`src/hw/rtl/sads_pkg.sv`:
```
// ----------------------------------------------------------------------------
// sads_pkg: shared definitions for the two-stack store
// Store geometry, item and status codes, controller states and the RAM
// request bundle.
// ----------------------------------------------------------------------------
package sads_pkg;

	localparam int DEPTH  = 16;
	localparam int DATA_W = 32;
	localparam int AW     = (DEPTH > 1) ? $clog2(DEPTH) : 1;
	localparam int CW     = $clog2(DEPTH + 1);

	typedef enum logic [1:0] {
		KIND_PUSH = 2'd0,
		KIND_POP  = 2'd1,
		KIND_LIST = 2'd2
	} kind_t;

	typedef enum logic [1:0] {
		ST_OK        = 2'd0,
		ST_OVERFLOW  = 2'd1,
		ST_UNDERFLOW = 2'd2,
		ST_EMPTY     = 2'd3
	} status_t;

	typedef enum logic {
		S_IDLE = 1'b0,
		S_XFER = 1'b1
	} state_t;

	typedef struct packed {
		logic              we;
		logic [AW-1:0]     waddr;
		logic [DATA_W-1:0] wdata;
		logic              re;
		logic [AW-1:0]     raddr;
	} ram_req_t;

endpackage

```
`src/hw/rtl/sads_if.sv`:
```
// ----------------------------------------------------------------------------
// sads_if: handshake channels of the two-stack store
// Request channel carries one command word, response channel one result word.
// ----------------------------------------------------------------------------
interface sads_req_if;
	logic               valid;
	logic               ready;
	logic [1:0]         kind;
	logic               which_end;
	logic signed [31:0] push_value;

	modport source (output valid, output kind, output which_end, output push_value,
		input ready);
	modport sink (input valid, input kind, input which_end, input push_value,
		output ready);
endinterface

interface sads_rsp_if;
	logic               valid;
	logic               ready;
	logic signed [31:0] data_value;
	logic [1:0]         status;
	logic               from_high;
	logic               last;

	modport source (output valid, output data_value, output status, output from_high,
		output last, input ready);
	modport sink (input valid, input data_value, input status, input from_high,
		input last, output ready);
endinterface

```
`src/hw/rtl/shared_array_double_stack.sv`:
```
// ----------------------------------------------------------------------------
// shared_array_double_stack: two stacks in one word store
// Top level joining the command sequencer and the shared store.
// ----------------------------------------------------------------------------
// Two stacks share one store of DEPTH 32-bit words: the low stack grows up from
// entry 0 and the high stack grows down from the last entry. One command word is
// taken at a time. A push, a failed pop and a listing of empty stacks finish in
// the cycle they are accepted, so a new command can follow in the next cycle. A
// successful pop passes through the transfer state, because the store's read
// data is registered. A listing reads its words through the store port one word
// per cycle while the response side keeps up. A result word that the response
// side has not yet taken holds off the next command, and such back-pressure
// also stalls the command in hand.
// ----------------------------------------------------------------------------
module shared_array_double_stack (
	input  logic        clk,
	input  logic        arst_n,
	sads_req_if.sink    req,
	sads_rsp_if.source  rsp
);

	sads_pkg::ram_req_t          ram_req;
	logic [sads_pkg::DATA_W-1:0] ram_rdata;

	sads_ctrl u_ctrl (
		.clk       (clk),
		.arst_n    (arst_n),
		.req       (req),
		.rsp       (rsp),
		.ram_req   (ram_req),
		.ram_rdata (ram_rdata)
	);

	sads_ram u_ram (
		.clk   (clk),
		.req   (ram_req),
		.rdata (ram_rdata)
	);

endmodule

```
`src/hw/rtl/sads_ram.sv`:
```
// ----------------------------------------------------------------------------
// sads_ram: word store shared by both stacks
// One write port and one read port; read data is registered and held until
// the next read.
// ----------------------------------------------------------------------------
module sads_ram (
	input  logic                          clk,
	input  sads_pkg::ram_req_t            req,
	output logic [sads_pkg::DATA_W-1:0]   rdata
);

	logic [sads_pkg::DATA_W-1:0] mem [sads_pkg::DEPTH];
	logic [sads_pkg::DATA_W-1:0] rdata_q;

	always_ff @(posedge clk) begin
		if (req.we) begin
			mem[req.waddr] <= req.wdata;
		end
	end

	always_ff @(posedge clk) begin
		if (req.re) begin
			rdata_q <= mem[req.raddr];
		end
	end

	assign rdata = rdata_q;

endmodule

```
`src/hw/rtl/sads_ctrl.sv`:
```
// ----------------------------------------------------------------------------
// sads_ctrl: command sequencer for the two-stack store
// Keeps both stack counts, drives the store and fills the result register.
// ----------------------------------------------------------------------------
module sads_ctrl (
	input  logic                          clk,
	input  logic                          arst_n,
	sads_req_if.sink                      req,
	sads_rsp_if.source                    rsp,
	output sads_pkg::ram_req_t            ram_req,
	input  logic [sads_pkg::DATA_W-1:0]   ram_rdata
);

	localparam int AW = sads_pkg::AW;
	localparam int CW = sads_pkg::CW;

	sads_pkg::state_t state_q, state_d;
	logic [CW-1:0] low_count_q, low_count_d;
	logic [CW-1:0] high_count_q, high_count_d;
	logic [AW-1:0] addr_q, addr_d;
	logic [CW-1:0] rem_q, rem_d;
	logic          phase_high_q, phase_high_d;

	logic                        rsp_valid_q;
	logic [sads_pkg::DATA_W-1:0] rsp_data_q;
	logic [1:0]                  rsp_status_q;
	logic                        rsp_high_q;
	logic                        rsp_last_q;

	logic                        slot_free;
	logic                        in_ready;
	logic                        acc;
	logic                        is_high;
	logic [CW-1:0]               total;
	logic                        start_xfer;
	logic                        xfer_done;
	logic                        load;
	logic [sads_pkg::DATA_W-1:0] ld_data;
	sads_pkg::status_t           ld_status;
	logic                        ld_high;
	logic                        ld_last;
	logic [AW-1:0]               nxt_addr;

	assign slot_free = !rsp_valid_q || rsp.ready;
	assign in_ready  = (state_q == sads_pkg::S_IDLE) && slot_free;
	assign req.ready = in_ready;
	assign acc       = req.valid && in_ready;
	assign is_high   = !req.which_end;
	assign total     = low_count_q + high_count_q;

	// Walk order: high stack upwards to the end of the store, then low stack downwards.
	always_comb begin
		if (phase_high_q && addr_q == AW'(sads_pkg::DEPTH - 1)) begin
			nxt_addr = AW'(low_count_q - CW'(1));
		end else if (phase_high_q) begin
			nxt_addr = addr_q + AW'(1);
		end else begin
			nxt_addr = addr_q - AW'(1);
		end
	end

	always_comb begin
		state_d = state_q;
		case (state_q)
			sads_pkg::S_IDLE: begin
				if (start_xfer) begin
					state_d = sads_pkg::S_XFER;
				end
			end
			sads_pkg::S_XFER: begin
				if (xfer_done) begin
					state_d = sads_pkg::S_IDLE;
				end
			end
			default: state_d = sads_pkg::S_IDLE;
		endcase
	end

	always_comb begin
		ram_req      = '0;
		load         = 1'b0;
		ld_data      = '0;
		ld_status    = sads_pkg::ST_OK;
		ld_high      = 1'b0;
		ld_last      = 1'b1;
		low_count_d  = low_count_q;
		high_count_d = high_count_q;
		addr_d       = addr_q;
		rem_d        = rem_q;
		phase_high_d = phase_high_q;
		start_xfer   = 1'b0;
		xfer_done    = 1'b0;
		case (state_q)
			sads_pkg::S_IDLE: begin
				if (acc) begin
					case (req.kind)
						sads_pkg::KIND_PUSH: begin
							load    = 1'b1;
							ld_high = is_high;
							if (total >= CW'(sads_pkg::DEPTH)) begin
								ld_status = sads_pkg::ST_OVERFLOW;
							end else begin
								ram_req.we    = 1'b1;
								ram_req.wdata = req.push_value;
								if (is_high) begin
									ram_req.waddr = AW'(CW'(sads_pkg::DEPTH - 1) - high_count_q);
									high_count_d  = high_count_q + CW'(1);
								end else begin
									ram_req.waddr = AW'(low_count_q);
									low_count_d   = low_count_q + CW'(1);
								end
							end
						end
						sads_pkg::KIND_POP: begin
							if (is_high && high_count_q == '0) begin
								load      = 1'b1;
								ld_high   = 1'b1;
								ld_status = sads_pkg::ST_UNDERFLOW;
							end else if (!is_high && low_count_q == '0) begin
								load      = 1'b1;
								ld_status = sads_pkg::ST_UNDERFLOW;
							end else begin
								start_xfer   = 1'b1;
								ram_req.re   = 1'b1;
								rem_d        = CW'(1);
								phase_high_d = is_high;
								if (is_high) begin
									ram_req.raddr = AW'(CW'(sads_pkg::DEPTH) - high_count_q);
									high_count_d  = high_count_q - CW'(1);
								end else begin
									ram_req.raddr = AW'(low_count_q - CW'(1));
									low_count_d   = low_count_q - CW'(1);
								end
								addr_d = ram_req.raddr;
							end
						end
						sads_pkg::KIND_LIST: begin
							if (total == '0) begin
								load      = 1'b1;
								ld_status = sads_pkg::ST_EMPTY;
							end else begin
								start_xfer   = 1'b1;
								ram_req.re   = 1'b1;
								rem_d        = total;
								phase_high_d = (high_count_q != '0);
								if (high_count_q != '0) begin
									ram_req.raddr = AW'(CW'(sads_pkg::DEPTH) - high_count_q);
								end else begin
									ram_req.raddr = AW'(low_count_q - CW'(1));
								end
								addr_d = ram_req.raddr;
							end
						end
						default: ;
					endcase
				end
			end
			sads_pkg::S_XFER: begin
				// The store holds its last read word until the next read is issued.
				if (slot_free) begin
					load    = 1'b1;
					ld_data = ram_rdata;
					ld_high = phase_high_q;
					ld_last = (rem_q == CW'(1));
					if (rem_q == CW'(1)) begin
						xfer_done = 1'b1;
					end else begin
						ram_req.re    = 1'b1;
						ram_req.raddr = nxt_addr;
						addr_d        = nxt_addr;
						rem_d         = rem_q - CW'(1);
						if (phase_high_q && addr_q == AW'(sads_pkg::DEPTH - 1)) begin
							phase_high_d = 1'b0;
						end
					end
				end
			end
			default: ;
		endcase
	end

	always_ff @(posedge clk or negedge arst_n) begin
		if (!arst_n) begin
			state_q      <= sads_pkg::S_IDLE;
			low_count_q  <= '0;
			high_count_q <= '0;
			rsp_valid_q  <= 1'b0;
		end else begin
			state_q      <= state_d;
			low_count_q  <= low_count_d;
			high_count_q <= high_count_d;
			if (load) begin
				rsp_valid_q <= 1'b1;
			end else if (rsp.ready) begin
				rsp_valid_q <= 1'b0;
			end
		end
	end

	always_ff @(posedge clk) begin
		addr_q       <= addr_d;
		rem_q        <= rem_d;
		phase_high_q <= phase_high_d;
		if (load) begin
			rsp_data_q   <= ld_data;
			rsp_status_q <= ld_status;
			rsp_high_q   <= ld_high;
			rsp_last_q   <= ld_last;
		end
	end

	assign rsp.valid      = rsp_valid_q;
	assign rsp.data_value = rsp_data_q;
	assign rsp.status     = rsp_status_q;
	assign rsp.from_high  = rsp_high_q;
	assign rsp.last       = rsp_last_q;

	a_no_rw_same_cycle: assert property (@(posedge clk) disable iff (!arst_n)
		!(ram_req.we && ram_req.re))
		else $error("store written and read in the same cycle");

	a_counts_fit: assert property (@(posedge clk) disable iff (!arst_n)
		({1'b0, low_count_q} + {1'b0, high_count_q}) <= (CW + 1)'(sads_pkg::DEPTH))
		else $error("stack counts exceed the store");

	a_xfer_has_work: assert property (@(posedge clk) disable iff (!arst_n)
		state_q == sads_pkg::S_XFER |-> rem_q != '0)
		else $error("transfer running with nothing left to send");

	a_counts_move_on_accept: assert property (@(posedge clk) disable iff (!arst_n)
		!acc |=> $stable(low_count_q) && $stable(high_count_q))
		else $error("stack count changed without an accepted word");

	a_no_write_in_xfer: assert property (@(posedge clk) disable iff (!arst_n)
		state_q == sads_pkg::S_XFER |-> !ram_req.we)
		else $error("store written during a read-out");

endmodule

```
`src/flat_wrapper.sv`:
```
// flat-port wrapper written by rule: the top's interface ports become plain ports
module shared_array_double_stack_flat 
  (clk, arst_n, req_valid, req_kind, req_which_end, req_push_value, req_ready, rsp_valid, rsp_data_value, rsp_status, rsp_from_high, rsp_last, rsp_ready);
  sads_req_if req_i ();
  sads_rsp_if rsp_i ();
  input  logic clk;
  input  logic arst_n;
  input wire logic [$bits(req_i.valid)-1:0] req_valid;
  input wire logic [$bits(req_i.kind)-1:0] req_kind;
  input wire logic [$bits(req_i.which_end)-1:0] req_which_end;
  input wire logic [$bits(req_i.push_value)-1:0] req_push_value;
  output wire logic [$bits(req_i.ready)-1:0] req_ready;
  output wire logic [$bits(rsp_i.valid)-1:0] rsp_valid;
  output wire logic [$bits(rsp_i.data_value)-1:0] rsp_data_value;
  output wire logic [$bits(rsp_i.status)-1:0] rsp_status;
  output wire logic [$bits(rsp_i.from_high)-1:0] rsp_from_high;
  output wire logic [$bits(rsp_i.last)-1:0] rsp_last;
  input wire logic [$bits(rsp_i.ready)-1:0] rsp_ready;
  assign req_i.valid = req_valid;
  assign req_i.kind = req_kind;
  assign req_i.which_end = req_which_end;
  assign req_i.push_value = req_push_value;
  assign req_ready = req_i.ready;
  assign rsp_valid = rsp_i.valid;
  assign rsp_data_value = rsp_i.data_value;
  assign rsp_status = rsp_i.status;
  assign rsp_from_high = rsp_i.from_high;
  assign rsp_last = rsp_i.last;
  assign rsp_i.ready = rsp_ready;
  shared_array_double_stack u_core (.clk(clk), .arst_n(arst_n), .req(req_i), .rsp(rsp_i));
endmodule
```
`config.mk`:
```
export PLATFORM = sky130hd
export DESIGN_NAME = shared_array_double_stack_flat
export DESIGN_NICKNAME = d
export VERILOG_FILES = /design/src/hw/rtl/sads_pkg.sv /design/src/hw/rtl/sads_if.sv /design/src/hw/rtl/shared_array_double_stack.sv /design/src/hw/rtl/sads_ram.sv /design/src/hw/rtl/sads_ctrl.sv /design/src/flat_wrapper.sv
export SDC_FILE = /design/constraint.sdc
export NUM_CORES = 1
export LEC_CHECK = 0
export ABC_AREA = 1
export BUFFER_PORTS_ARGS = -buffer_cell sky130_fd_sc_hd__buf_2
export CORE_MARGIN = 1.5
export CORE_UTILIZATION = 46
export CTS_CLUSTER_SIZE = 20
export DETAILED_ROUTE_END_ITERATION = 8
export PLACE_DENSITY = 0.58
export SLEW_MARGIN = 20
export SYNTH_ARGS = -nofsm -noshare
export SYNTH_HDL_FRONTEND = slang
export SYNTH_SLANG_ARGS = --single-unit
```
`constraint.sdc`:
```
create_clock -name clk -period 9.78 [get_ports clk]
set_input_delay 1.956 -clock clk [delete_from_list [all_inputs] [get_ports clk]]
set_output_delay 1.956 -clock clk [all_outputs]
set_load 0.03 [all_outputs]
```
==> results.md <==
| Group | Metric | Value |
|:---|:---|:---|
| global routing | First-pass GRT wire length | 106 mm |
| hold path | Hold/Removal Path Class | register to register |
| floorplan | Die Area | 59700 µm² |
| logic synthesis | Largest area contributor in the netlist | edfxtp_1 |
| timing | Min cycle time layout | 5580 ps |
| setup path | Data required time of the worst path | 10110 ps |
| drt | DR vias/cell | 5.30 |
| logic synthesis | Number of synthesized register bits | 602 |
| setup path | Kind of end point of the critical path | register |
| timing | Hold Violations, Final | 0 |
| timing | Setup repair after global routing missed its margin | false |
| power and ir drop | Worst IR drop on VDD | 0.296 mV |
| clock network | CTS buffer count | 67 |
| logic synthesis | Syn_nets | 2608 |
| outcome | Outcome | finished, final reports clean |
| global routing | Largest net degree at the start of global routing | 140 |
| logic synthesis | EDFF count, synth | 590 |
| clock network | Maximum clock path buffer count | 3 |
| cells and area | Number of antenna repair diodes | 0 |
| logic synthesis | Flip-flop cell with the highest count after synthesis | edfxtp_1 |
| drt | Routed WL | 68.3 mm |
| clock network | Post-CTS Setup Bufs | 0 |
| power and ir drop | Total power per unit cell area | 299 nW/µm² |
| logic synthesis | Sequential fraction of the synthesis area | 67.3% |
| timing | Slew Limit Fails | 0 |
| clock network | Clock root buffer | clkbuf_16 |
| setup path | CP Max Fanout | 99 |
| floorplan | Horizontal die dimension | 244 µm |
| logic synthesis | Proportion of synthesized flip-flops having asynchronous set or reset | 1.99% |
| clock network | Hold-fix buffer count after cts | 0 |
| clock network | Skew-Pair Late Insertion Delay | 590 ps |
| clock network | Resized Gates After CTS | 0 |
| setup path | Arrival time at the worst endpoint | 5910 ps |
| floorplan | Placement row count | 88 |
| cells and area | Area Overhead vs Synth | 11.6% |
| global routing | Overall routing resource usage | 23.5% |
| drt | Drt drc | 0 |
| power and ir drop | Total power | 8.92 mW |
| global routing | Gr ovfl total | 0 |
| timing | Post-Route Setup TNS | 0 ps |
| drt | Post-detailed-route wirelength per cell | 20.1 µm |
| timing | Share of the cycle needed by the critical path after routing | 57.0% |
| logic synthesis | Netlist area before placement | 26800 µm² |
| timing | Final setup viols | 0 |
| drt | Via total after detailed routing | 18016 |
| clock network | CTS H-Tree Depth | 3 |
| timing | Transition time at the pin with the least slew margin | 1160 ps |
| logic synthesis | Yosys top cell area share | 66.2% |
| placed design | Placer congestion estimate | 0.860 |
| timing | Headroom to the max-slew limit | 22.9% |
| logic synthesis | Synthesis Warnings | 0 |
| floorplan | Core area | 57600 µm² |
| logic synthesis | Number of instances in the synthesized netlist | 2547 |
| global routing | Number of global-route vias before repair | 17833 |
| drt | Detailed-routing iteration count for the pre-antenna-repair pass | 7 |
| drt | Antenna-violating nets left | 0 |
| clock network | Clock-pin slew on the worst setup and hold paths | 60 ps |
| floorplan | Starting density of the core | 46.5% |
| drt | Count of routing violations after the opening detailed-route iteration | 1611 |
| placed design | DP Wirelength | 35.3 mm |
| cells and area | Fraction of layout cells with a size suffix above 1 | 9.11% |
| setup path | Critical setup path kind | input pin to register |
| setup path | Launching element type of the critical path | input pin |
| cells and area | Total Nets Final | 2648 |
| logic synthesis | Synth unique cells | 45 |
| global routing | Number of antenna violations at the first check in global routing | 1 |
| timing | Setup Skew | 19.2 ps |
| logic synthesis | Leading cell types by total area after synthesis | edfxtp_1 (66%), nand3_1 (11%), nand2_1 (8.6%) |
| clock network | CTS sink cnt | 602 |
| job | Max-cap violations | 0 |
| power and ir drop | Static leakage | 12.5 nW |
| timing | Top achievable clock speed | 179 MHz |
| placed design | Port Buffers | 76 |
| clock network | Clock tree from TritonCTS | built |
| floorplan | Die boundary height | 244 µm |
| floorplan | Boundary Pins | 77 |
| logic synthesis | Mean post-synth cell area | 10.5 µm² |
| cells and area | Post-layout util | 51.9% |
[state kept, by name, summed over array words and instances, names as in the netlist]
register	flops
u_core.u_ctrl.high_count_q	5
u_core.u_ctrl.rsp.data_value	32
u_core.u_ctrl.phase_high_q	1
u_core.u_ctrl.state_q	1
u_core.u_ctrl.rsp.status	2
u_core.u_ctrl.rem_q	5
u_core.u_ctrl.low_count_q	5
u_core.u_ctrl.addr_q	4
u_core.u_ctrl.rsp.from_high	1
u_core.u_ram.rdata	32
u_core.u_ram.mem	512
u_core.u_ctrl.rsp.valid	1
u_core.u_ctrl.rsp.last	1
[metrics by stage]
| stage | hold slack, ps | worst slack (ps) | cell area (µm²) | std cells |
|---|---|---|---|---|
| finish | 513 | 4200 | 29900 | 3399 |
| global route | 534 | 4000 | 29900 | 3399 |
| CTS | 516 | 4310 | 29900 | 3399 |
| detailed placement | 504 | 3700 | 27800 | 3283 |
| global placement | 477 | 3760 | 27800 | 3283 |
| floorplan | 463 | 4090 | 26800 | 2547 |
[logic make-up after synthesis]
family	Yosys count	share of synthesized area [%]
adder cells (fa/ha/maj)	22	1.11
AND/OR/NAND/NOR	1336	21.8
XOR/XNOR	14	0.458
buffers and inverters	509	7.88
AO/OA/AOI/OAI	64	1.44
flip-flops	602	67.3
[placed cells by master (no fill, tap or decap), types with 3 or more instances in the layout]
master and count:
a21oi_1 12, clkbuf_1 19, o21ai_0 26, ha_1 19, nand2_2 5, nor2_4 17
nand3_1 588, dfrtp_1 12, edfxtp_1 590, nand4_1 3, fa_1 3, clkbuf_16 69
inv_2 8, clkinv_1 17, nor2_1 101, buf_4 36, o211ai_1 4, inv_1 358
xor2_1 13, bufinv_16 4, nand2_1 610, clkinv_2 6, o21ai_4 3, o21ai_1 5
o22ai_1 3, buf_2 76
[worst max-delay path, stage by stage]
cell	delay, ps
buf_2	100
inv_1	50
ha_1	330
inv_2	250
nor2_4	70
nand2_1	70
nand2_2	90
nand2_8	330
buf_4	850
buf_4	950
nand3_1	170
nand3_1	140
nand3_1	100
nand3_1	130
nand2_1	70
[report_power, final]
part	switching, mW	internal (mW)
combinational	2.34	0.901
sequential	0.124	3.18
clock	0.979	1.39
total	3.44	5.48
[layer usage]
metal  part of all wire, %  wire length, µm  GRT usage [%]  vias up
met2                    48            32700           39.0      554
met3                   5.7             3890           3.64      128
met5                     0                0              0        -
met1                    44            30100           31.7     8737
li1                      -                -              -     8597
met4                   2.5             1690           7.41        0
[final timing paths]
kind / to / slack (ps) / start / cells after the start
max in group asynchronous: u_core.u_ctrl.state_q / 8270 / arst_n / 1
setup reg to reg: u_core.u_ram.rdata[25] / 4690 / u_core.u_ctrl.low_count_q[0] / 16
min in group asynchronous: u_core.u_ctrl.high_count_q[2] / 1260 / arst_n / 1
hold reg to reg: u_core.u_ctrl.high_count_q[4] / 510 / u_core.u_ctrl.high_count_q[4] / 1
setup / recovery: u_core.u_ram.rdata[25] / 4200 / req_kind[1] / 15
hold / removal: u_core.u_ctrl.high_count_q[4] / 510 / u_core.u_ctrl.high_count_q[4] / 1
[synthesized netlist by cell type (2+ instances only)]
cell / count
ha_1: 19
dfrtp_1: 12
buf_2: 83
nand4_1: 3
nor2_4: 2
fa_1: 3
nor3_1: 2
edfxtp_1: 590
o21ai_2: 2
inv_1: 360
a21oi_1: 12
o22ai_1: 3
xor2_1: 13
clkbuf_1: 28
o21ai_1: 6
nand3_1: 588
o21ai_0: 26
o21a_1: 2
nand2_1: 612
nor2_1: 116
nand2_2: 4
nor2_2: 2
buf_1: 10
buf_4: 16
nand2_4: 2
nand3_2: 2
o211ai_1: 4
buf_6: 2
inv_2: 7
[layout make-up]
class / count / area (µm²)
Fill cell: 5130 / 27700
Sequential cell: 602 / 18000
Multi-Input combinational cell: 1436 / 6840
Clock buffer: 88 / 1800
Inverter: 368 / 1380
Tap cell: 765 / 957
Timing Repair Buffer: 112 / 651
Clock inverter: 28 / 231
No activity file was read; power rests on OpenSTA's default activity.
